**src/hdl/lcbe_pkg.sv**
```systemverilog
// ----------------------------------------------------------------------------
// LED brightness estimator package
// Shared widths, codes, configuration and item types, and a helper function.
// ----------------------------------------------------------------------------
`default_nettype none

package lcbe_pkg;

    localparam int TIME_W = 64;
    localparam int VOLT_W = 24;
    localparam int THR_W = 23;
    localparam int COND_W = 20;
    localparam int CUR_W = 20;
    localparam int HALF_W = 40;
    localparam int INT_W = 10;
    localparam int ACC_W = 64;
    localparam int DV_W = 23;
    localparam int CUR_FRAC = 16;

    localparam int APB_ADDR_W = 5;
    localparam int APB_DATA_W = 64;
    localparam int REG_IDX_LSB = 3;
    localparam int REG_IDX_W = 2;

    localparam int FIFO_DEPTH = 2;
    localparam int FIFO_PTR_W = $clog2(FIFO_DEPTH);

    localparam logic [INT_W-1:0] INTENSITY_OFF = 10'd25;
    localparam logic [INT_W-1:0] INTENSITY_MAX = 10'd1023;
    localparam logic [15:0] GAMMA_SCALE = 16'd65025;

    localparam logic MODE_VOLTAGE = 1'b0;
    localparam logic MODE_FRAME = 1'b1;

    typedef enum logic [REG_IDX_W-1:0] {
        REG_THRESHOLD,
        REG_CONDUCTANCE,
        REG_MAX_CURRENT,
        REG_HALF_FRAME
    } reg_idx_t;

    typedef struct packed {
        logic [THR_W-1:0]  threshold_uv;
        logic [COND_W-1:0] conductance_q16;
        logic [CUR_W-1:0]  max_current_ua;
        logic [HALF_W-1:0] half_frame_ticks;
    } cfg_t;

    localparam cfg_t CFG_RESET = '{
        threshold_uv:     23'd2400000,
        conductance_q16:  20'd109227,
        max_current_ua:   20'd30000,
        half_frame_ticks: 40'd8333333333
    };

    typedef struct packed {
        logic              mode;
        logic [TIME_W-1:0] time_ticks;
        logic [CUR_W-1:0]  current_ua;
        logic              running;
        logic              pause_debug;
    } item_t;

    typedef struct packed {
        logic             start;
        logic [ACC_W-1:0] dividend;
        logic [ACC_W-1:0] divisor;
    } div_req_t;

    typedef struct packed {
        logic             done;
        logic [ACC_W-1:0] quotient;
    } div_rsp_t;

    typedef enum logic [3:0] {
        ST_IDLE,
        ST_PERIOD,
        ST_MUL_LO,
        ST_MUL_HI,
        ST_SUM,
        ST_CHARGE,
        ST_DECIDE,
        ST_DIV_AVG,
        ST_SCALE,
        ST_XSTART,
        ST_DIV_X,
        ST_SQRT,
        ST_SQRT_END,
        ST_FINISH
    } back_state_t;

    function automatic logic [ACC_W-1:0] sat_add(input logic [ACC_W-1:0] a,
                                                 input logic [ACC_W-1:0] b);
        logic [ACC_W:0] s;
        s = {1'b0, a} + {1'b0, b};
        return s[ACC_W] ? '1 : s[ACC_W-1:0];
    endfunction

endpackage

`default_nettype wire

```
**src/hdl/lcbe_if.sv**
```systemverilog
// ----------------------------------------------------------------------------
// LED brightness estimator channels
// Valid/ready channels for input items and result items.
// ----------------------------------------------------------------------------
`default_nettype none

interface lcbe_item_if;
    logic                              valid;
    logic                              ready;
    logic                              mode;
    logic [lcbe_pkg::TIME_W-1:0]       time_ticks;
    logic signed [lcbe_pkg::VOLT_W-1:0] volt_diff_uv;
    logic                              running;
    logic                              pause_debug;

    modport source (
        output valid, mode, time_ticks, volt_diff_uv, running, pause_debug,
        input  ready
    );

    modport sink (
        input  valid, mode, time_ticks, volt_diff_uv, running, pause_debug,
        output ready
    );
endinterface


`default_nettype wire

```
**src/hdl/lcbe_front.sv**
```systemverilog
// ----------------------------------------------------------------------------
// LED brightness estimator front end
// Accepts input transactions, computes the diode current and queues the item.
// ----------------------------------------------------------------------------
`default_nettype none

module lcbe_front (
    input  wire logic           clk,
    input  wire logic           rst_n,
    lcbe_item_if.sink           item,
    input  wire lcbe_pkg::cfg_t cfg,
    input  wire logic           fifo_full,
    output logic                fifo_push,
    output lcbe_pkg::item_t     fifo_data
);

    localparam int PROD_W = lcbe_pkg::DV_W + lcbe_pkg::COND_W;
    localparam int CUR_TOP = lcbe_pkg::CUR_FRAC + lcbe_pkg::CUR_W;

    logic                              stage_valid_reg;
    logic                              stage_mode_reg;
    logic [lcbe_pkg::TIME_W-1:0]       stage_time_reg;
    logic [lcbe_pkg::DV_W-1:0]         stage_dv_reg;
    logic                              stage_running_reg;
    logic                              stage_pdebug_reg;

    logic                              accept;
    logic [lcbe_pkg::VOLT_W:0]         dv_full;
    logic                              dv_positive;
    logic [lcbe_pkg::DV_W-1:0]         dv_pos;
    logic [PROD_W-1:0]                 prod;
    logic                              cur_sat;
    logic [lcbe_pkg::CUR_W-1:0]        cur;

    assign fifo_push = stage_valid_reg && !fifo_full;
    assign item.ready = !stage_valid_reg || !fifo_full;
    assign accept = item.valid && item.ready;

    assign dv_full = {item.volt_diff_uv[lcbe_pkg::VOLT_W-1], item.volt_diff_uv}
                   - (lcbe_pkg::VOLT_W+1)'(cfg.threshold_uv);
    assign dv_positive = !dv_full[lcbe_pkg::VOLT_W] && (dv_full != '0);
    assign dv_pos = dv_positive ? dv_full[lcbe_pkg::DV_W-1:0] : '0;

    assign prod = PROD_W'(stage_dv_reg) * PROD_W'(cfg.conductance_q16);
    assign cur_sat = |prod[PROD_W-1:CUR_TOP];
    assign cur = cur_sat ? '1 : prod[CUR_TOP-1:lcbe_pkg::CUR_FRAC];

    always_comb
    begin
        fifo_data.mode = stage_mode_reg;
        fifo_data.time_ticks = stage_time_reg;
        fifo_data.current_ua = (stage_mode_reg == lcbe_pkg::MODE_VOLTAGE) ? cur : '0;
        fifo_data.running = stage_running_reg;
        fifo_data.pause_debug = stage_pdebug_reg;
    end

    always_ff @(posedge clk or negedge rst_n)
    begin
        if (!rst_n)
        begin
            stage_valid_reg <= 1'b0;
        end
        else if (accept)
        begin
            stage_valid_reg <= 1'b1;
        end
        else if (fifo_push)
        begin
            stage_valid_reg <= 1'b0;
        end
    end

    always_ff @(posedge clk)
    begin
        if (accept)
        begin
            stage_mode_reg <= item.mode;
            stage_time_reg <= item.time_ticks;
            stage_dv_reg <= dv_pos;
            stage_running_reg <= item.running;
            stage_pdebug_reg <= item.pause_debug;
        end
    end

endmodule

`default_nettype wire

```
**src/flat_wrapper.sv**
```systemverilog
// flat-port wrapper written by rule: the top's interface ports become plain ports
module lcbe_front_flat 
  (clk, rst_n, cfg, fifo_full, fifo_push, fifo_data, item_valid, item_mode, item_time_ticks, item_volt_diff_uv, item_running, item_pause_debug, item_ready);
  lcbe_item_if item_i ();
  input  wire logic clk;
  input  wire logic rst_n;
  input  wire lcbe_pkg::cfg_t cfg;
  input  wire logic fifo_full;
  output logic fifo_push;
  output lcbe_pkg::item_t fifo_data;
  input wire logic [$bits(item_i.valid)-1:0] item_valid;
  input wire logic [$bits(item_i.mode)-1:0] item_mode;
  input wire logic [$bits(item_i.time_ticks)-1:0] item_time_ticks;
  input wire logic [$bits(item_i.volt_diff_uv)-1:0] item_volt_diff_uv;
  input wire logic [$bits(item_i.running)-1:0] item_running;
  input wire logic [$bits(item_i.pause_debug)-1:0] item_pause_debug;
  output wire logic [$bits(item_i.ready)-1:0] item_ready;
  assign item_i.valid = item_valid;
  assign item_i.mode = item_mode;
  assign item_i.time_ticks = item_time_ticks;
  assign item_i.volt_diff_uv = item_volt_diff_uv;
  assign item_i.running = item_running;
  assign item_i.pause_debug = item_pause_debug;
  assign item_ready = item_i.ready;
  lcbe_front u_core (.clk(clk), .rst_n(rst_n), .item(item_i), .cfg(cfg), .fifo_full(fifo_full), .fifo_push(fifo_push), .fifo_data(fifo_data));
endmodule
```
**config.mk**
```make
export PLATFORM = sky130hd
export DESIGN_NAME = lcbe_front_flat
export DESIGN_NICKNAME = d
export VERILOG_FILES = /design/src/hdl/lcbe_pkg.sv /design/src/hdl/lcbe_if.sv /design/src/hdl/lcbe_front.sv /design/src/flat_wrapper.sv
export SDC_FILE = /design/constraint.sdc
export NUM_CORES = 1
export LEC_CHECK = 0
export ABC_AREA = 1
export BUFFER_PORTS_ARGS = -buffer_cell sky130_fd_sc_hd__buf_2
export CORE_ASPECT_RATIO = 0.6
export CORE_MARGIN = 2
export CORE_UTILIZATION = 66
export DETAILED_ROUTE_END_ITERATION = 16
export GPL_TIMING_DRIVEN = 0
export PLACE_DENSITY = 0.9
export SLEW_MARGIN = 25
export SYNTH_ARGS = -nofsm -noshare
export SYNTH_HDL_FRONTEND = slang
export SYNTH_SLANG_ARGS = --single-unit
```
**constraint.sdc**
```tcl
create_clock -name clk -period 16 [get_ports clk]
set_clock_uncertainty 0.2 [all_clocks]
set_input_delay 2.4 -clock clk [delete_from_list [all_inputs] [get_ports clk]]
set_output_delay 2.4 -clock clk [all_outputs]
set_load 0.1 [all_outputs]
```
==> flow_summary.json, run 1 <==
{
  "synth_edf_count": 90,
  "hold_path_class": "flop to flop",
  "layout.cells.most_common": "inv_1",
  "synthSimpleGateAreaFrac": 0.213,
  "path_clk_slew_ns": 0.08,
  "core_region_area_sq_um": 32200,
  "cap_violations": 0,
  "clock_latency_ns": 0.36,
  "nNetsFinal": 3809,
  "cp_top_family": "adder cells",
  "startpoint": "cfg[64]",
  "slowest_delay_ns": 0.77,
  "cp.arrival_ns": 9.82,
  "crit_cells": 33,
  "clkSinkCount": 91,
  "fmax_mhz": 80.5,
  "drt-total-wl_um": 62700,
  "io_pins": 287,
  "synth-xor-area-share": 0.0114,
  "drt_iter0_markers": 1989,
  "critPathLaunchType": "input pin",
  "initial_core_util": 0.665,
  "wl_per_cell_um": 17.9,
  "drtAntennaViolNets": 0,
  "syn-cell-area_sq_um": 21400,
  "viasPerCell": 5.37,
  "slew_headroom": 0.281,
  "end_kind": "primary output",
  "syn2layout_area_growth_pct": 9.75,
  "postCtsSetupRepairBufs": 0,
  "portBuffers": 226,
  "reg2reg_setup_slack_ns": 13.86,
  "rr_worst_depth": 5,
  "cts_tree": "built",
  "finalHoldViolations": 0,
  "cts_hold_buffers": 0,
  "grt_pass1_wl_um": 99300,
  "layout_common_cells": "873 x inv_1, 847 x nand2_1, 374 x fa_1",
  "antenna_found_initial": 2,
  "pre_cts_slack_ns": 3.91,
  "grt_max_degree": 26,
  "layout_min_cycle_time_ns": 12.42,
  "dp_hpwl_um": 53000,
  "fin_crit_sh": 0.776,
  "synth_seq_cells": 91,
  "vias": 18800,
  "tightest_slew_ns": 1.08,
  "final_area_sq_um": 23500,
  "synth_fa_ha_area_frac": 0.451,
  "grt_pass1_vias": 19400,
  "synthCells": 2822,
  "grt.total_usage": 0.386,
  "n_fill_cell": 2462,
  "synth_top_family_by_area": "adder cells",
  "worst_path_most_repeated_cell": "inv_1",
  "rsz0062_at_grt": "false",
  "gp_congestion": 1.02,
  "ys.warnings.count": 0,
  "largest_reg_flops": 64,
  "cts.path.max_buffers": 2,
  "die-area_sq_um": 34000,
  "synth-compound-area-share": 0.0235,
  "synthMuxAreaShare": 0,
  "syn_nets": 3568,
  "post_cts_resized": 0,
  "ys_types": 38,
  "die_h_um": 144,
  "slowest_stage": "clkbuf_1",
  "synth-seq-area-share": 0.127,
  "place_area_sq_um": 23200,
  "die_x_um": 237,
  "synthArstFlopShare": 0.0110,
  "drcViolationCount": 0,
  "crit_end": "fifo_data[11]",
  "setup_slack_ns": 3.58,
  "critical_path_class": "input pin to primary output",
  "cts_max_level": 3,
  "critPathMaxFanout": 10,
  "dr.pass1.iters": 9,
  "crit_required_ns": 13.40,
  "drive_gt1_frac": 0.113,
  "r2r_start": "u_core.stage_valid_reg$_DFFE_PN0P_",
  "r2r_end": "u_core.stage_time_reg[58]$_DFFE_PP_",
  "status": "finished clean",
  "overflow": 0,
  "crit_buf_inv": 12,
  "placementRows": 51,
  "syn_area_per_cell_sq_um": 7.60,
  "setup_viol": 0,
  "drv_slew": 0,
  "fin_tns_setup_ns": 0,
  "clockRootBuffer": "clkbuf_16",
  "ys.flop_type": "edfxtp_1",
  "numCtsBuffers": 9
}
==> per-stage QoR <==
| stage | util | hold slack [ns] | std cells |
|---|---|---|---|
| 2_1_floorplan | - | 0.922 | 2822 |
| 3_3_place_gp | 0.717 | 0.296 | 3472 |
| 3_5_place_dp | 0.721 | 0.369 | 3476 |
| 4_1_cts | 0.730 | 0.386 | 3492 |
| 5_1_grt | 0.730 | 0.434 | 3493 |
| 6_report | 0.730 | 0.394 | 3494 |
==> metal layers <==
layer / wire (um) / GRT usage
met3: 9510 / 0.145
met1: 23200 / 0.497
met2: 27200 / 0.598
met4: 2670 / 0.149
met5: 76 / 0.0173
==> worst register-to-register path: cells and delay by family, from the launching register on <==
kind,cells,cell delay [ns]
compound gates,1,0.41
flops,1,0.43
buf+inv,4,0.79
==> area by class of cell <==
type                            instances  area [sq um]  share of cell area
Antenna cell                            2          5.00            0.000213
Buffer                                 97           432              0.0183
Clock buffer                            9           225             0.00957
Clock inverter                          7          76.3             0.00324
Inverter                              877          3290               0.140
Multi-Input combinational cell       1757         15000               0.637
Sequential cell                        91          2730               0.116
Tap cell                              424           531              0.0226
Timing Repair Buffer                  230          1240              0.0528
==> cells by family (layout without fill, tap and decap cells) <==
| kind of cell | count (synthesis) | after routing |
|---|---|---|
| other cells | 0 | 2 |
| xor+xnor | 28 | 28 |
| flops | 91 | 91 |
| simple gates | 1094 | 1094 |
| buf+inv | 974 | 1220 |
| fa+ha+maj | 548 | 548 |
| compound gates | 87 | 87 |
==> synth_stat cells (4+ instances only) <==
cell,n,area share
nand3_1,46,0.011
a21oi_1,54,0.013
nand2_1,847,0.15
o21ai_0,10,0.0023
xnor2_1,21,0.0086
clkbuf_1,86,0.015
nor2_2,35,0.010
inv_2,4,0.00070
nand3_2,23,0.011
nand3b_1,13,0.0046
inv_1,873,0.15
buf_4,5,0.0018
ha_1,174,0.10
edfxtp_1,90,0.13
o21bai_1,11,0.0039
fa_1,374,0.35
nand4_1,13,0.0038
xor2_1,7,0.0029
nand2_2,17,0.0050
buf_6,5,0.0026
nor2_1,89,0.016
==> how the worst min path moves through the flow <==
stage	end	startpoint	depth (start not counted)	slack, ns
finish	u_core.stage_valid_reg$_DFFE_PN0P_	u_core.stage_valid_reg$_DFFE_PN0P_	2	0.39
detailed placement	u_core.stage_valid_reg$_DFFE_PN0P_	u_core.stage_valid_reg$_DFFE_PN0P_	2	0.37
global route	u_core.stage_valid_reg$_DFFE_PN0P_	u_core.stage_valid_reg$_DFFE_PN0P_	2	0.43
CTS	u_core.stage_valid_reg$_DFFE_PN0P_	u_core.stage_valid_reg$_DFFE_PN0P_	2	0.39
floorplan	u_core.stage_valid_reg$_DFFE_PN0P_	u_core.stage_valid_reg$_DFFE_PN0P_	2	0.92
global placement	u_core.stage_valid_reg$_DFFE_PN0P_	u_core.stage_valid_reg$_DFFE_PN0P_	2	0.30
Power of run 1 is not shown: default switching activity piles up to over one toggle a cycle in this logic, so the estimate is an artifact.
==> inputs of run 2 (changes only) <==
Settings changed: CORE_UTILIZATION 66 to 61, PLACE_DENSITY 0.9 to 0.84.
Clock period 16 ns to 12.8 ns, I/O delays scaled along.
==> run 2 against run 1 <==
Clock-buffer cell count stayed put. First-iteration DRC count grew 4.2%. Critical path depth shrank 2. Critical endpoint is now fifo_data[16]. Largest cell class unchanged.
==> flow_summary.json, run 2 (synthesis results as in run 1) <==
{
  "drt-total-wl_um": 66500,
  "core_region_area_sq_um": 34800,
  "slowest_delay_ns": 0.71,
  "startpoint": "cfg[72]",
  "drtAntennaViolNets": 0,
  "grt_pass1_wl_um": 103000,
  "layout_common_cells": "873 x inv_1, 847 x nand2_1, 374 x fa_1",
  "viasPerCell": 5.29,
  "initial_core_util": 0.616,
  "drv_slew": 0,
  "setup_slack_ns": 1.11,
  "wl_per_cell_um": 18.8,
  "fmax_mhz": 85.6,
  "critPathMaxFanout": 10,
  "vias": 18700,
  "die-area_sq_um": 36700,
  "worstHoldStart": "u_core.stage_valid_reg$_DFFE_PN0P_",
  "fin_tns_setup_ns": 0,
  "r2r_start": "u_core.stage_valid_reg$_DFFE_PN0P_",
  "layout_min_cycle_time_ns": 11.69,
  "cts_hold_buffers": 0,
  "gp_congestion": 0.965,
  "antenna_cells": 0,
  "dr.pass1.iters": 8,
  "dp_hpwl_um": 55800,
  "cts.path.max_buffers": 2,
  "clock_latency_ns": 0.36,
  "path_clk_slew_ns": 0.07,
  "grt_max_degree": 25,
  "use_met1": 0.524,
  "die_x_um": 246,
  "nNetsFinal": 3809,
  "hold_path_class": "flop to flop",
  "syn2layout_area_growth_pct": 9.96,
  "status": "finished clean",
  "io_pins": 287,
  "finalHoldViolations": 0,
  "end_kind": "primary output",
  "grt.total_usage": 0.375,
  "tightest_slew_ns": 1.14,
  "use_met3": 0.123,
  "overflow": 0,
  "largest_reg_flops": 64,
  "slowest_stage": "clkbuf_1",
  "placementRows": 53,
  "numCtsBuffers": 9,
  "clockRootBuffer": "clkbuf_16",
  "rsz0062_at_grt": "false",
  "antenna_found_initial": 0,
  "grt_pass1_vias": 19200,
  "grt_most_used_layer": "met2",
  "portBuffers": 226,
  "critical_path_class": "input pin to primary output",
  "crit_required_ns": 10.68,
  "slew_headroom": 0.241,
  "fin_crit_sh": 0.913,
  "postCtsSetupRepairBufs": 0,
  "drive_gt1_frac": 0.113,
  "cp.arrival_ns": 9.57,
  "cap_violations": 0,
  "cts_max_level": 3,
  "cts_tree": "built",
  "critPathLaunchType": "input pin",
  "die_h_um": 149,
  "drt_iter0_markers": 2073,
  "pre_cts_slack_ns": 1.34,
  "fin_hold_ws_ns": 0.424,
  "drcViolationCount": 0,
  "setup_viol": 0,
  "clkSinkCount": 91,
  "post_cts_resized": 0,
  "layout.cells.most_common": "inv_1",
  "use_met2": 0.566
}
[run 2: changes by cell type in the layout (fill, tap and decap cells not counted)]
cell and delta:
inv_6 -1, clkinv_8 -1, inv_8 +2, diode_2 -2
[run 2: routing by layer]
metal,wire length [um],share of wire
met5,0,0
met4,1730,0.026
met3,8910,0.13
met2,28500,0.43
met1,27300,0.41
[run 2: final timing paths]
kind / slack [ns] / end / cells past startpoint
worst min register to register: 0.42 / u_core.stage_valid_reg$_DFFE_PN0P_ / 2
worst min-delay path: 0.42 / u_core.stage_valid_reg$_DFFE_PN0P_ / 2
worst max-delay path: 1.11 / fifo_data[16] / 31
worst max register to register: 10.73 / u_core.stage_time_reg[2]$_DFFE_PP_ / 5
max in group asynchronous: 11.19 / u_core.stage_valid_reg$_DFFE_PN0P_ / 1
min in group asynchronous: 1.12 / u_core.stage_valid_reg$_DFFE_PN0P_ / 1
[run 2: final cells by class]
cell class	count	area, sq um
timing repair buffer	230	1240
multi-input combinational	1757	15000
sequential	91	2730
clock buffer	9	225
clock inverter	7	73.8
buffer	97	432
inverter	877	3290
tap	467	584
fill	2993	11200
[run 2: per-stage QoR]
step | util | area [sq um] | std cells
after global placement | 0.665 | 23200 | 3515
after global routing | 0.677 | 23600 | 3535
after detailed placement | 0.668 | 23300 | 3519
final | 0.677 | 23600 | 3535
after floorplan | - | 21400 | 2822
after CTS | 0.677 | 23600 | 3535
[run 2: critical path, delay by kind of cell]
kind                       cells  cell delay, ns
and+or+nand+nor               13            1.94
adders and majority gates      8            3.90
buffers and inverters         10            1.78
Power of run 2 is left out for the same reason.
