**config.mk**
```make
export PLATFORM = sky130hd
export DESIGN_NAME = lcbe_back_flat
export DESIGN_NICKNAME = d
export VERILOG_FILES = /design/src/hdl/lcbe_pkg.sv /design/src/hdl/lcbe_if.sv /design/src/hdl/lcbe_back.sv /design/src/flat_wrapper.sv
export SDC_FILE = /design/constraint.sdc
export NUM_CORES = 2
export LEC_CHECK = 0
export BUFFER_PORTS_ARGS = -buffer_cell sky130_fd_sc_hd__buf_2
export CAP_MARGIN = 5
export CORE_UTILIZATION = 30
export CTS_CLUSTER_DIAMETER = 200
export DETAILED_ROUTE_END_ITERATION = 10
export GPL_ROUTABILITY_DRIVEN = 0
export REMOVE_ABC_BUFFERS = 1
export SYNTH_ARGS = -nofsm -noshare
export SYNTH_HDL_FRONTEND = slang
export SYNTH_SLANG_ARGS = --single-unit
```
**constraint.sdc**
```tcl
create_clock -name clk -period 12.7 [get_ports clk]
set_input_delay 0.635 -clock clk [delete_from_list [all_inputs] [get_ports clk]]
set_output_delay 0.635 -clock clk [all_outputs]
set_load 0.1 [all_outputs]
```
**src/hdl/lcbe_pkg.sv**
```systemverilog
// ----------------------------------------------------------------------------
// LED brightness estimator package
// Shared widths, codes, configuration and item types, and a helper function.
// ----------------------------------------------------------------------------
`default_nettype none

package lcbe_pkg;

    localparam int TIME_W = 64;
    localparam int VOLT_W = 24;
    localparam int THR_W = 23;
    localparam int COND_W = 20;
    localparam int CUR_W = 20;
    localparam int HALF_W = 40;
    localparam int INT_W = 10;
    localparam int ACC_W = 64;
    localparam int DV_W = 23;
    localparam int CUR_FRAC = 16;

    localparam int APB_ADDR_W = 5;
    localparam int APB_DATA_W = 64;
    localparam int REG_IDX_LSB = 3;
    localparam int REG_IDX_W = 2;

    localparam int FIFO_DEPTH = 2;
    localparam int FIFO_PTR_W = $clog2(FIFO_DEPTH);

    localparam logic [INT_W-1:0] INTENSITY_OFF = 10'd25;
    localparam logic [INT_W-1:0] INTENSITY_MAX = 10'd1023;
    localparam logic [15:0] GAMMA_SCALE = 16'd65025;

    localparam logic MODE_VOLTAGE = 1'b0;
    localparam logic MODE_FRAME = 1'b1;

    typedef enum logic [REG_IDX_W-1:0] {
        REG_THRESHOLD,
        REG_CONDUCTANCE,
        REG_MAX_CURRENT,
        REG_HALF_FRAME
    } reg_idx_t;

    typedef struct packed {
        logic [THR_W-1:0]  threshold_uv;
        logic [COND_W-1:0] conductance_q16;
        logic [CUR_W-1:0]  max_current_ua;
        logic [HALF_W-1:0] half_frame_ticks;
    } cfg_t;

    localparam cfg_t CFG_RESET = '{
        threshold_uv:     23'd2400000,
        conductance_q16:  20'd109227,
        max_current_ua:   20'd30000,
        half_frame_ticks: 40'd8333333333
    };

    typedef struct packed {
        logic              mode;
        logic [TIME_W-1:0] time_ticks;
        logic [CUR_W-1:0]  current_ua;
        logic              running;
        logic              pause_debug;
    } item_t;

    typedef struct packed {
        logic             start;
        logic [ACC_W-1:0] dividend;
        logic [ACC_W-1:0] divisor;
    } div_req_t;

    typedef struct packed {
        logic             done;
        logic [ACC_W-1:0] quotient;
    } div_rsp_t;

    typedef enum logic [3:0] {
        ST_IDLE,
        ST_PERIOD,
        ST_MUL_LO,
        ST_MUL_HI,
        ST_SUM,
        ST_CHARGE,
        ST_DECIDE,
        ST_DIV_AVG,
        ST_SCALE,
        ST_XSTART,
        ST_DIV_X,
        ST_SQRT,
        ST_SQRT_END,
        ST_FINISH
    } back_state_t;

    function automatic logic [ACC_W-1:0] sat_add(input logic [ACC_W-1:0] a,
                                                 input logic [ACC_W-1:0] b);
        logic [ACC_W:0] s;
        s = {1'b0, a} + {1'b0, b};
        return s[ACC_W] ? '1 : s[ACC_W-1:0];
    endfunction

endpackage

`default_nettype wire

```
**src/hdl/lcbe_if.sv**
```systemverilog
// ----------------------------------------------------------------------------
// LED brightness estimator channels
// Valid/ready channels for input items and result items.
// ----------------------------------------------------------------------------
`default_nettype none


interface lcbe_result_if;
    logic                         valid;
    logic                         ready;
    logic [lcbe_pkg::INT_W-1:0]   intensity;
    logic                         intensity_updated;
    logic [lcbe_pkg::CUR_W-1:0]   current_ua;

    modport source (
        output valid, intensity, intensity_updated, current_ua,
        input  ready
    );

    modport sink (
        input  valid, intensity, intensity_updated, current_ua,
        output ready
    );
endinterface

`default_nettype wire

```
**src/hdl/lcbe_back.sv**
```systemverilog
// ----------------------------------------------------------------------------
// LED brightness estimator back end
// Charge accumulation, averaging, brightness curve and result register.
// ----------------------------------------------------------------------------
`default_nettype none

module lcbe_back (
    input  wire logic               clk,
    input  wire logic               rst_n,
    input  wire lcbe_pkg::cfg_t     cfg,
    input  wire logic               fifo_empty,
    output logic                    fifo_pop,
    input  wire lcbe_pkg::item_t    fifo_data,
    output lcbe_pkg::div_req_t      div_req,
    input  wire lcbe_pkg::div_rsp_t div_rsp,
    lcbe_result_if.source           result
);

    localparam int ACC_W = lcbe_pkg::ACC_W;
    localparam int HALF = ACC_W / 2;
    localparam int MUL_A_W = 24;
    localparam int MUL_B_W = HALF;
    localparam int MUL_P_W = MUL_A_W + MUL_B_W;
    localparam int PART_W = lcbe_pkg::CUR_W + HALF;
    localparam int SCALED_W = 40;
    localparam int SQ_W = 20;
    localparam int SAT_SHIFT = 4;
    localparam int SUM_W = lcbe_pkg::INT_W + 2;
    localparam logic [SQ_W-1:0] SQRT_START = SQ_W'(1) << (SQ_W - 2);

    lcbe_pkg::back_state_t          state_reg, state_next;
    logic [lcbe_pkg::TIME_W-1:0]    previous_time_reg, previous_time_next;
    logic [lcbe_pkg::CUR_W-1:0]     present_current_reg, present_current_next;
    logic [ACC_W-1:0]               charge_total_reg, charge_total_next;
    logic [ACC_W-1:0]               elapsed_ticks_reg, elapsed_ticks_next;
    logic [lcbe_pkg::INT_W-1:0]     intensity_reg, intensity_next;
    logic                           updated_reg, updated_next;
    logic                           out_valid_reg, out_valid_next;

    lcbe_pkg::item_t                item_reg, item_next;
    logic [ACC_W-1:0]               period_reg, period_next;
    logic [PART_W-1:0]              lo_reg, lo_next;
    logic [PART_W-1:0]              hi_reg, hi_next;
    logic [ACC_W-1:0]               q_reg, q_next;
    logic [ACC_W-1:0]               avg_reg, avg_next;
    logic [SCALED_W-1:0]            scaled_reg, scaled_next;
    logic [SQ_W-1:0]                sqrt_x_reg, sqrt_x_next;
    logic [SQ_W-1:0]                root_reg, root_next;
    logic [SQ_W-1:0]                sqrt_bit_reg, sqrt_bit_next;
    logic [lcbe_pkg::INT_W-1:0]     out_intensity_reg, out_intensity_next;
    logic                           out_updated_reg, out_updated_next;
    logic [lcbe_pkg::CUR_W-1:0]     out_current_reg, out_current_next;

    logic [MUL_A_W-1:0]             mul_a;
    logic [MUL_B_W-1:0]             mul_b;
    logic [MUL_P_W-1:0]             mul_p;
    logic [PART_W:0]                upper;
    logic [SQ_W:0]                  trial;
    logic [SUM_W-1:0]               bright_sum;
    logic [lcbe_pkg::CUR_W-1:0]     max_eff;
    logic                           out_free;

    assign mul_p = MUL_P_W'(mul_a) * MUL_P_W'(mul_b);
    assign upper = {1'b0, hi_reg} + (PART_W+1)'(lo_reg[PART_W-1:HALF]);
    assign trial = {1'b0, root_reg} + {1'b0, sqrt_bit_reg};
    assign bright_sum = SUM_W'(root_reg) + SUM_W'(lcbe_pkg::INTENSITY_OFF);
    assign max_eff = (cfg.max_current_ua == '0) ? lcbe_pkg::CUR_W'(1) : cfg.max_current_ua;
    assign out_free = !out_valid_reg || result.ready;

    assign result.valid = out_valid_reg;
    assign result.intensity = out_intensity_reg;
    assign result.intensity_updated = out_updated_reg;
    assign result.current_ua = out_current_reg;

    always_ff @(posedge clk or negedge rst_n)
    begin
        if (!rst_n)
        begin
            state_reg <= lcbe_pkg::ST_IDLE;
            previous_time_reg <= '0;
            present_current_reg <= '0;
            charge_total_reg <= '0;
            elapsed_ticks_reg <= '0;
            intensity_reg <= lcbe_pkg::INTENSITY_OFF;
            updated_reg <= 1'b0;
            out_valid_reg <= 1'b0;
        end
        else
        begin
            state_reg <= state_next;
            previous_time_reg <= previous_time_next;
            present_current_reg <= present_current_next;
            charge_total_reg <= charge_total_next;
            elapsed_ticks_reg <= elapsed_ticks_next;
            intensity_reg <= intensity_next;
            updated_reg <= updated_next;
            out_valid_reg <= out_valid_next;
        end
    end

    always_ff @(posedge clk)
    begin
        item_reg <= item_next;
        period_reg <= period_next;
        lo_reg <= lo_next;
        hi_reg <= hi_next;
        q_reg <= q_next;
        avg_reg <= avg_next;
        scaled_reg <= scaled_next;
        sqrt_x_reg <= sqrt_x_next;
        root_reg <= root_next;
        sqrt_bit_reg <= sqrt_bit_next;
        out_intensity_reg <= out_intensity_next;
        out_updated_reg <= out_updated_next;
        out_current_reg <= out_current_next;
    end

    always_comb
    begin
        state_next = state_reg;
        previous_time_next = previous_time_reg;
        present_current_next = present_current_reg;
        charge_total_next = charge_total_reg;
        elapsed_ticks_next = elapsed_ticks_reg;
        intensity_next = intensity_reg;
        updated_next = updated_reg;
        out_valid_next = out_valid_reg;
        item_next = item_reg;
        period_next = period_reg;
        lo_next = lo_reg;
        hi_next = hi_reg;
        q_next = q_reg;
        avg_next = avg_reg;
        scaled_next = scaled_reg;
        sqrt_x_next = sqrt_x_reg;
        root_next = root_reg;
        sqrt_bit_next = sqrt_bit_reg;
        out_intensity_next = out_intensity_reg;
        out_updated_next = out_updated_reg;
        out_current_next = out_current_reg;
        fifo_pop = 1'b0;
        div_req.start = 1'b0;
        div_req.dividend = charge_total_reg;
        div_req.divisor = elapsed_ticks_reg;
        mul_a = MUL_A_W'(present_current_reg);
        mul_b = period_reg[HALF-1:0];

        if (out_valid_reg && result.ready)
        begin
            out_valid_next = 1'b0;
        end

        unique case (state_reg)
            lcbe_pkg::ST_IDLE:
            begin
                if (!fifo_empty)
                begin
                    fifo_pop = 1'b1;
                    item_next = fifo_data;
                    if (fifo_data.mode == lcbe_pkg::MODE_FRAME && !fifo_data.running)
                    begin
                        charge_total_next = '0;
                        elapsed_ticks_next = '0;
                        intensity_next = lcbe_pkg::INTENSITY_OFF;
                        updated_next = 1'b1;
                        state_next = lcbe_pkg::ST_FINISH;
                    end
                    else
                    begin
                        state_next = lcbe_pkg::ST_PERIOD;
                    end
                end
            end
            lcbe_pkg::ST_PERIOD:
            begin
                period_next = (item_reg.time_ticks >= previous_time_reg)
                            ? item_reg.time_ticks - previous_time_reg : '0;
                previous_time_next = item_reg.time_ticks;
                state_next = lcbe_pkg::ST_MUL_LO;
            end
            lcbe_pkg::ST_MUL_LO:
            begin
                lo_next = mul_p[PART_W-1:0];
                elapsed_ticks_next = lcbe_pkg::sat_add(elapsed_ticks_reg, period_reg);
                state_next = lcbe_pkg::ST_MUL_HI;
            end
            lcbe_pkg::ST_MUL_HI:
            begin
                mul_b = period_reg[ACC_W-1:HALF];
                hi_next = mul_p[PART_W-1:0];
                state_next = lcbe_pkg::ST_SUM;
            end
            lcbe_pkg::ST_SUM:
            begin
                q_next = (|upper[PART_W:HALF]) ? '1 : {upper[HALF-1:0], lo_reg[HALF-1:0]};
                state_next = lcbe_pkg::ST_CHARGE;
            end
            lcbe_pkg::ST_CHARGE:
            begin
                charge_total_next = lcbe_pkg::sat_add(charge_total_reg, q_reg);
                state_next = lcbe_pkg::ST_DECIDE;
            end
            lcbe_pkg::ST_DECIDE:
            begin
                if (item_reg.mode == lcbe_pkg::MODE_VOLTAGE)
                begin
                    present_current_next = item_reg.current_ua;
                    updated_next = 1'b0;
                    state_next = lcbe_pkg::ST_FINISH;
                end
                else if (item_reg.pause_debug)
                begin
                    avg_next = ACC_W'(present_current_reg);
                    state_next = lcbe_pkg::ST_SCALE;
                end
                else if (elapsed_ticks_reg > ACC_W'(cfg.half_frame_ticks))
                begin
                    div_req.start = 1'b1;
                    state_next = lcbe_pkg::ST_DIV_AVG;
                end
                else
                begin
                    updated_next = 1'b0;
                    state_next = lcbe_pkg::ST_FINISH;
                end
            end
            lcbe_pkg::ST_DIV_AVG:
            begin
                if (div_rsp.done)
                begin
                    avg_next = div_rsp.quotient;
                    charge_total_next = '0;
                    elapsed_ticks_next = '0;
                    state_next = lcbe_pkg::ST_SCALE;
                end
            end
            lcbe_pkg::ST_SCALE:
            begin
                // At sixteen times full scale or more the curve is already saturated.
                if (avg_reg >= (ACC_W'(max_eff) << SAT_SHIFT))
                begin
                    intensity_next = lcbe_pkg::INTENSITY_MAX;
                    updated_next = 1'b1;
                    state_next = lcbe_pkg::ST_FINISH;
                end
                else
                begin
                    mul_a = avg_reg[MUL_A_W-1:0];
                    mul_b = MUL_B_W'(lcbe_pkg::GAMMA_SCALE);
                    scaled_next = mul_p[SCALED_W-1:0];
                    state_next = lcbe_pkg::ST_XSTART;
                end
            end
            lcbe_pkg::ST_XSTART:
            begin
                div_req.start = 1'b1;
                div_req.dividend = ACC_W'(scaled_reg);
                div_req.divisor = ACC_W'(max_eff);
                state_next = lcbe_pkg::ST_DIV_X;
            end
            lcbe_pkg::ST_DIV_X:
            begin
                if (div_rsp.done)
                begin
                    sqrt_x_next = div_rsp.quotient[SQ_W-1:0];
                    root_next = '0;
                    sqrt_bit_next = SQRT_START;
                    state_next = lcbe_pkg::ST_SQRT;
                end
            end
            lcbe_pkg::ST_SQRT:
            begin
                if ({1'b0, sqrt_x_reg} >= trial)
                begin
                    sqrt_x_next = sqrt_x_reg - trial[SQ_W-1:0];
                    root_next = (root_reg >> 1) + sqrt_bit_reg;
                end
                else
                begin
                    root_next = root_reg >> 1;
                end
                sqrt_bit_next = sqrt_bit_reg >> 2;
                if (sqrt_bit_reg == SQ_W'(1))
                begin
                    state_next = lcbe_pkg::ST_SQRT_END;
                end
            end
            lcbe_pkg::ST_SQRT_END:
            begin
                intensity_next = (bright_sum > SUM_W'(lcbe_pkg::INTENSITY_MAX))
                               ? lcbe_pkg::INTENSITY_MAX
                               : bright_sum[lcbe_pkg::INT_W-1:0];
                updated_next = 1'b1;
                state_next = lcbe_pkg::ST_FINISH;
            end
            lcbe_pkg::ST_FINISH:
            begin
                if (out_free)
                begin
                    out_valid_next = 1'b1;
                    out_intensity_next = intensity_reg;
                    out_updated_next = updated_reg;
                    out_current_next = present_current_reg;
                    state_next = lcbe_pkg::ST_IDLE;
                end
            end
            default:
            begin
                state_next = lcbe_pkg::ST_IDLE;
            end
        endcase
    end

endmodule

`default_nettype wire

```
**src/flat_wrapper.sv**
```systemverilog
// flat-port wrapper written by rule: the top's interface ports become plain ports
module lcbe_back_flat 
  (clk, rst_n, cfg, fifo_empty, fifo_pop, fifo_data, div_req, div_rsp, result_valid, result_intensity, result_intensity_updated, result_current_ua, result_ready);
  lcbe_result_if result_i ();
  input  wire logic clk;
  input  wire logic rst_n;
  input  wire lcbe_pkg::cfg_t cfg;
  input  wire logic fifo_empty;
  output logic fifo_pop;
  input  wire lcbe_pkg::item_t fifo_data;
  output lcbe_pkg::div_req_t div_req;
  input  wire lcbe_pkg::div_rsp_t div_rsp;
  output wire logic [$bits(result_i.valid)-1:0] result_valid;
  output wire logic [$bits(result_i.intensity)-1:0] result_intensity;
  output wire logic [$bits(result_i.intensity_updated)-1:0] result_intensity_updated;
  output wire logic [$bits(result_i.current_ua)-1:0] result_current_ua;
  input wire logic [$bits(result_i.ready)-1:0] result_ready;
  assign result_valid = result_i.valid;
  assign result_intensity = result_i.intensity;
  assign result_intensity_updated = result_i.intensity_updated;
  assign result_current_ua = result_i.current_ua;
  assign result_i.ready = result_ready;
  lcbe_back u_core (.clk(clk), .rst_n(rst_n), .cfg(cfg), .fifo_empty(fifo_empty), .fifo_pop(fifo_pop), .fifo_data(fifo_data), .div_req(div_req), .div_rsp(div_rsp), .result(result_i));
endmodule
```
==> impl_metrics.json <==
{
  "cts_setup_buffers": 0,
  "wl_um": 203000,
  "ant_nets": 0,
  "h-tree-depth": 3,
  "fmax_mhz": 84.9,
  "path_buf_inv": 10,
  "grtUsageTotal_pct": 18.1,
  "fin_crit_ns": 11.78,
  "start_util_pct": 30.2,
  "grt_overflow": 0,
  "areaGrowthSynthToFinish_pct": 13.5,
  "worstPathRequired_ns": 13.16,
  "coreArea_um2": 220000,
  "finalHoldViolCount": 0,
  "drtIter0Drc": 4067,
  "maxCapViolCount": 0,
  "hold_start": "fifo_data[68]",
  "drv_slew": 0,
  "slowest_delay_ns": 0.70,
  "clockRootBuffer": "clkbuf_16",
  "async_flop_share_pct": 31.2,
  "end_kind": "flip-flop",
  "insertion_delay_ns": 0.75,
  "largest_register_ffs": 86,
  "io_pins": 421,
  "vias": 51200,
  "worstRegToRegCells": 32,
  "cts_tree": "yes",
  "place_hpwl_um": 165000,
  "numCtsBuffers": 84,
  "n_fill_cell": 22300,
  "synth_edf_count": 503,
  "rows": 172,
  "synth-seq-area-share_pct": 31.4,
  "ff2ff_setup_slack_ns": 1.63,
  "grt_pass1_wl_um": 311000,
  "r2r_end": "u_core.hi_reg[51]",
  "antenna_found_initial": 12,
  "netlist_area_um2": 66300,
  "grt_max_degree": 113,
  "slew_headroom_pct": 31.9,
  "final_common_cell": "inv_1",
  "grt_pass1_vias": 52100,
  "nets": 8657,
  "cts_hold_buf": 1,
  "worst_hold_path.endpoint": "u_core.item_reg[68]",
  "die_x_um": 472,
  "rr_startpoint": "u_core.avg_reg[23]",
  "cts.sinks": 731,
  "final_cell_mix": "inv_1, nand2_1, fa_1",
  "cp_slowest_cell": "fa_1",
  "rsz0062_at_grt": "false",
  "crit_family": "adder cells",
  "outcome": "complete, no violations",
  "clkTransAtPathRegs_ns": 0.06,
  "worstSetupStartpointType": "primary input",
  "cts_resized": 0,
  "postSynthAreaPerCell_um2": 9.67,
  "crit_fanout": 31,
  "yosysUniqueCellTypes": 90,
  "remaining_drc_errors": 0,
  "min_path_cells": 1,
  "clockBufferDepth": 3,
  "worstPathArrival_ns": 12.24,
  "die-area_um2": 223000,
  "hold_class": "primary input to flip-flop",
  "first_pass_iters": 6,
  "crit_type": "primary input to flip-flop",
  "hold_ws_ns": 0.0617,
  "wire_per_inst_um": 19.7,
  "fin_skew_ns": 0.0656,
  "die_y_um": 472,
  "port-buffer-count": 377,
  "setup_viol": 0,
  "synthCells": 6859,
  "crit_top_cell": "fa_1",
  "post_route_cells_drive_above_1_share_pct": 11.5,
  "viasPerCell": 4.97,
  "yosys_warnings": 0,
  "fin_crit_sh_pct": 92.8,
  "ys_ff_latch": 731,
  "worst_pin_slew_ns": 1.02,
  "ys.flop_type": "edfxtp_1"
}
==> layer usage <==
layer	global-route usage, %	vias up	routed length (µm)
li1	-	23700	-
met1	24.1	25200	88400
met2	29.0	1967	91500
met3	3.91	316	16600
met4	6.02	10	6860
met5	0	-	77
==> layout make-up <==
type,count,area (µm²),share of cell area (%)
inverters,974,3660,4.87
clock inverters,55,766,1.02
clock buffers,100,2170,2.88
well taps,2958,3700,4.92
diodes,7,17.5,0.0233
repair buffers,519,3000,3.99
multi-input cells,4958,41200,54.7
flip-flops and latches,731,20800,27.6
==> logic make-up after synthesis <==
family | after synthesis | synth area share [%]
AND/OR/NAND/NOR | 1929 | 13.4
AO/OA/AOI/OAI | 1362 | 12.8
buffers and inverters | 1254 | 7.22
adder cells (fa/ha/maj) | 1130 | 28.8
flip-flops | 731 | 31.4
XOR/XNOR | 315 | 4.16
multiplexers | 136 | 2.27
other | 2 | 0.0113
==> Yosys cell counts (7+ instances only) <==
library cell    n  area share (%)
inv_1         972             5.5
nand2_1       865             4.9
fa_1          658              20
edfxtp_1      503              23
ha_1          472             8.9
a21oi_1       427             3.2
nor2_1        374             2.1
o21ai_0       267             2.0
dfrtp_1       225             8.5
clkbuf_1      221             1.3
xnor2_1       182             2.4
a21o_1        173             2.0
a31oi_1       138             1.3
xor2_1        133             1.8
nor2b_1       131             1.2
and2_1        129             1.2
mux2_2        117             2.0
nand3_1        98            0.74
nand2b_1       85            0.80
o21a_1         60            0.68
nand4_1        59            0.56
o21bai_1       55            0.62
and3_1         51            0.48
nor3_1         49            0.37
buf_2          44            0.33
a211oi_1       43            0.49
nor4_1         30            0.28
o21ai_1        24            0.18
mux2i_1        19            0.29
o31ai_1        19            0.22
a31o_2         18            0.24
o211ai_1       17            0.19
or3_1          15            0.14
a21boi_0       14            0.16
buf_1          11           0.062
or2_2           9           0.085
a2111oi_0       7           0.092
a32oi_1         7           0.092
a41oi_1         7           0.092
and4_1          7           0.092
nand3b_1        7           0.079
o22ai_1         7           0.066
==> worst max path at each step <==
stage                   startpoint                          end  slack [ns]  cells after the start
2_1_floorplan  u_core.state_reg[0]  u_core.charge_total_reg[22]       -9.36                      4
3_3_place_gp               cfg[52]            u_core.hi_reg[51]        0.58                     42
3_5_place_dp               cfg[41]            u_core.hi_reg[51]        0.41                     46
4_1_cts                    cfg[41]            u_core.hi_reg[51]        1.08                     46
5_1_grt                    cfg[41]            u_core.hi_reg[51]        0.25                     46
6_report                   cfg[41]            u_core.hi_reg[51]        0.92                     46
==> per-stage QoR <==
stage	setup slack (ns)	utilization, %	cells	setup TNS, ns	instance area (µm²)
after floorplan	-9.36	-	6663	-1179.42	65500
after global placement	0.578	32.9	10100	0	72300
after detailed placement	0.414	32.9	10100	0	72300
after CTS	1.08	34.3	10300	0	75300
after global routing	0.250	34.3	10300	0	75300
final	0.920	34.3	10300	0	75300
Power is not shown: default switching activity piles up to over one toggle a cycle in this logic, so the estimate is an artifact.
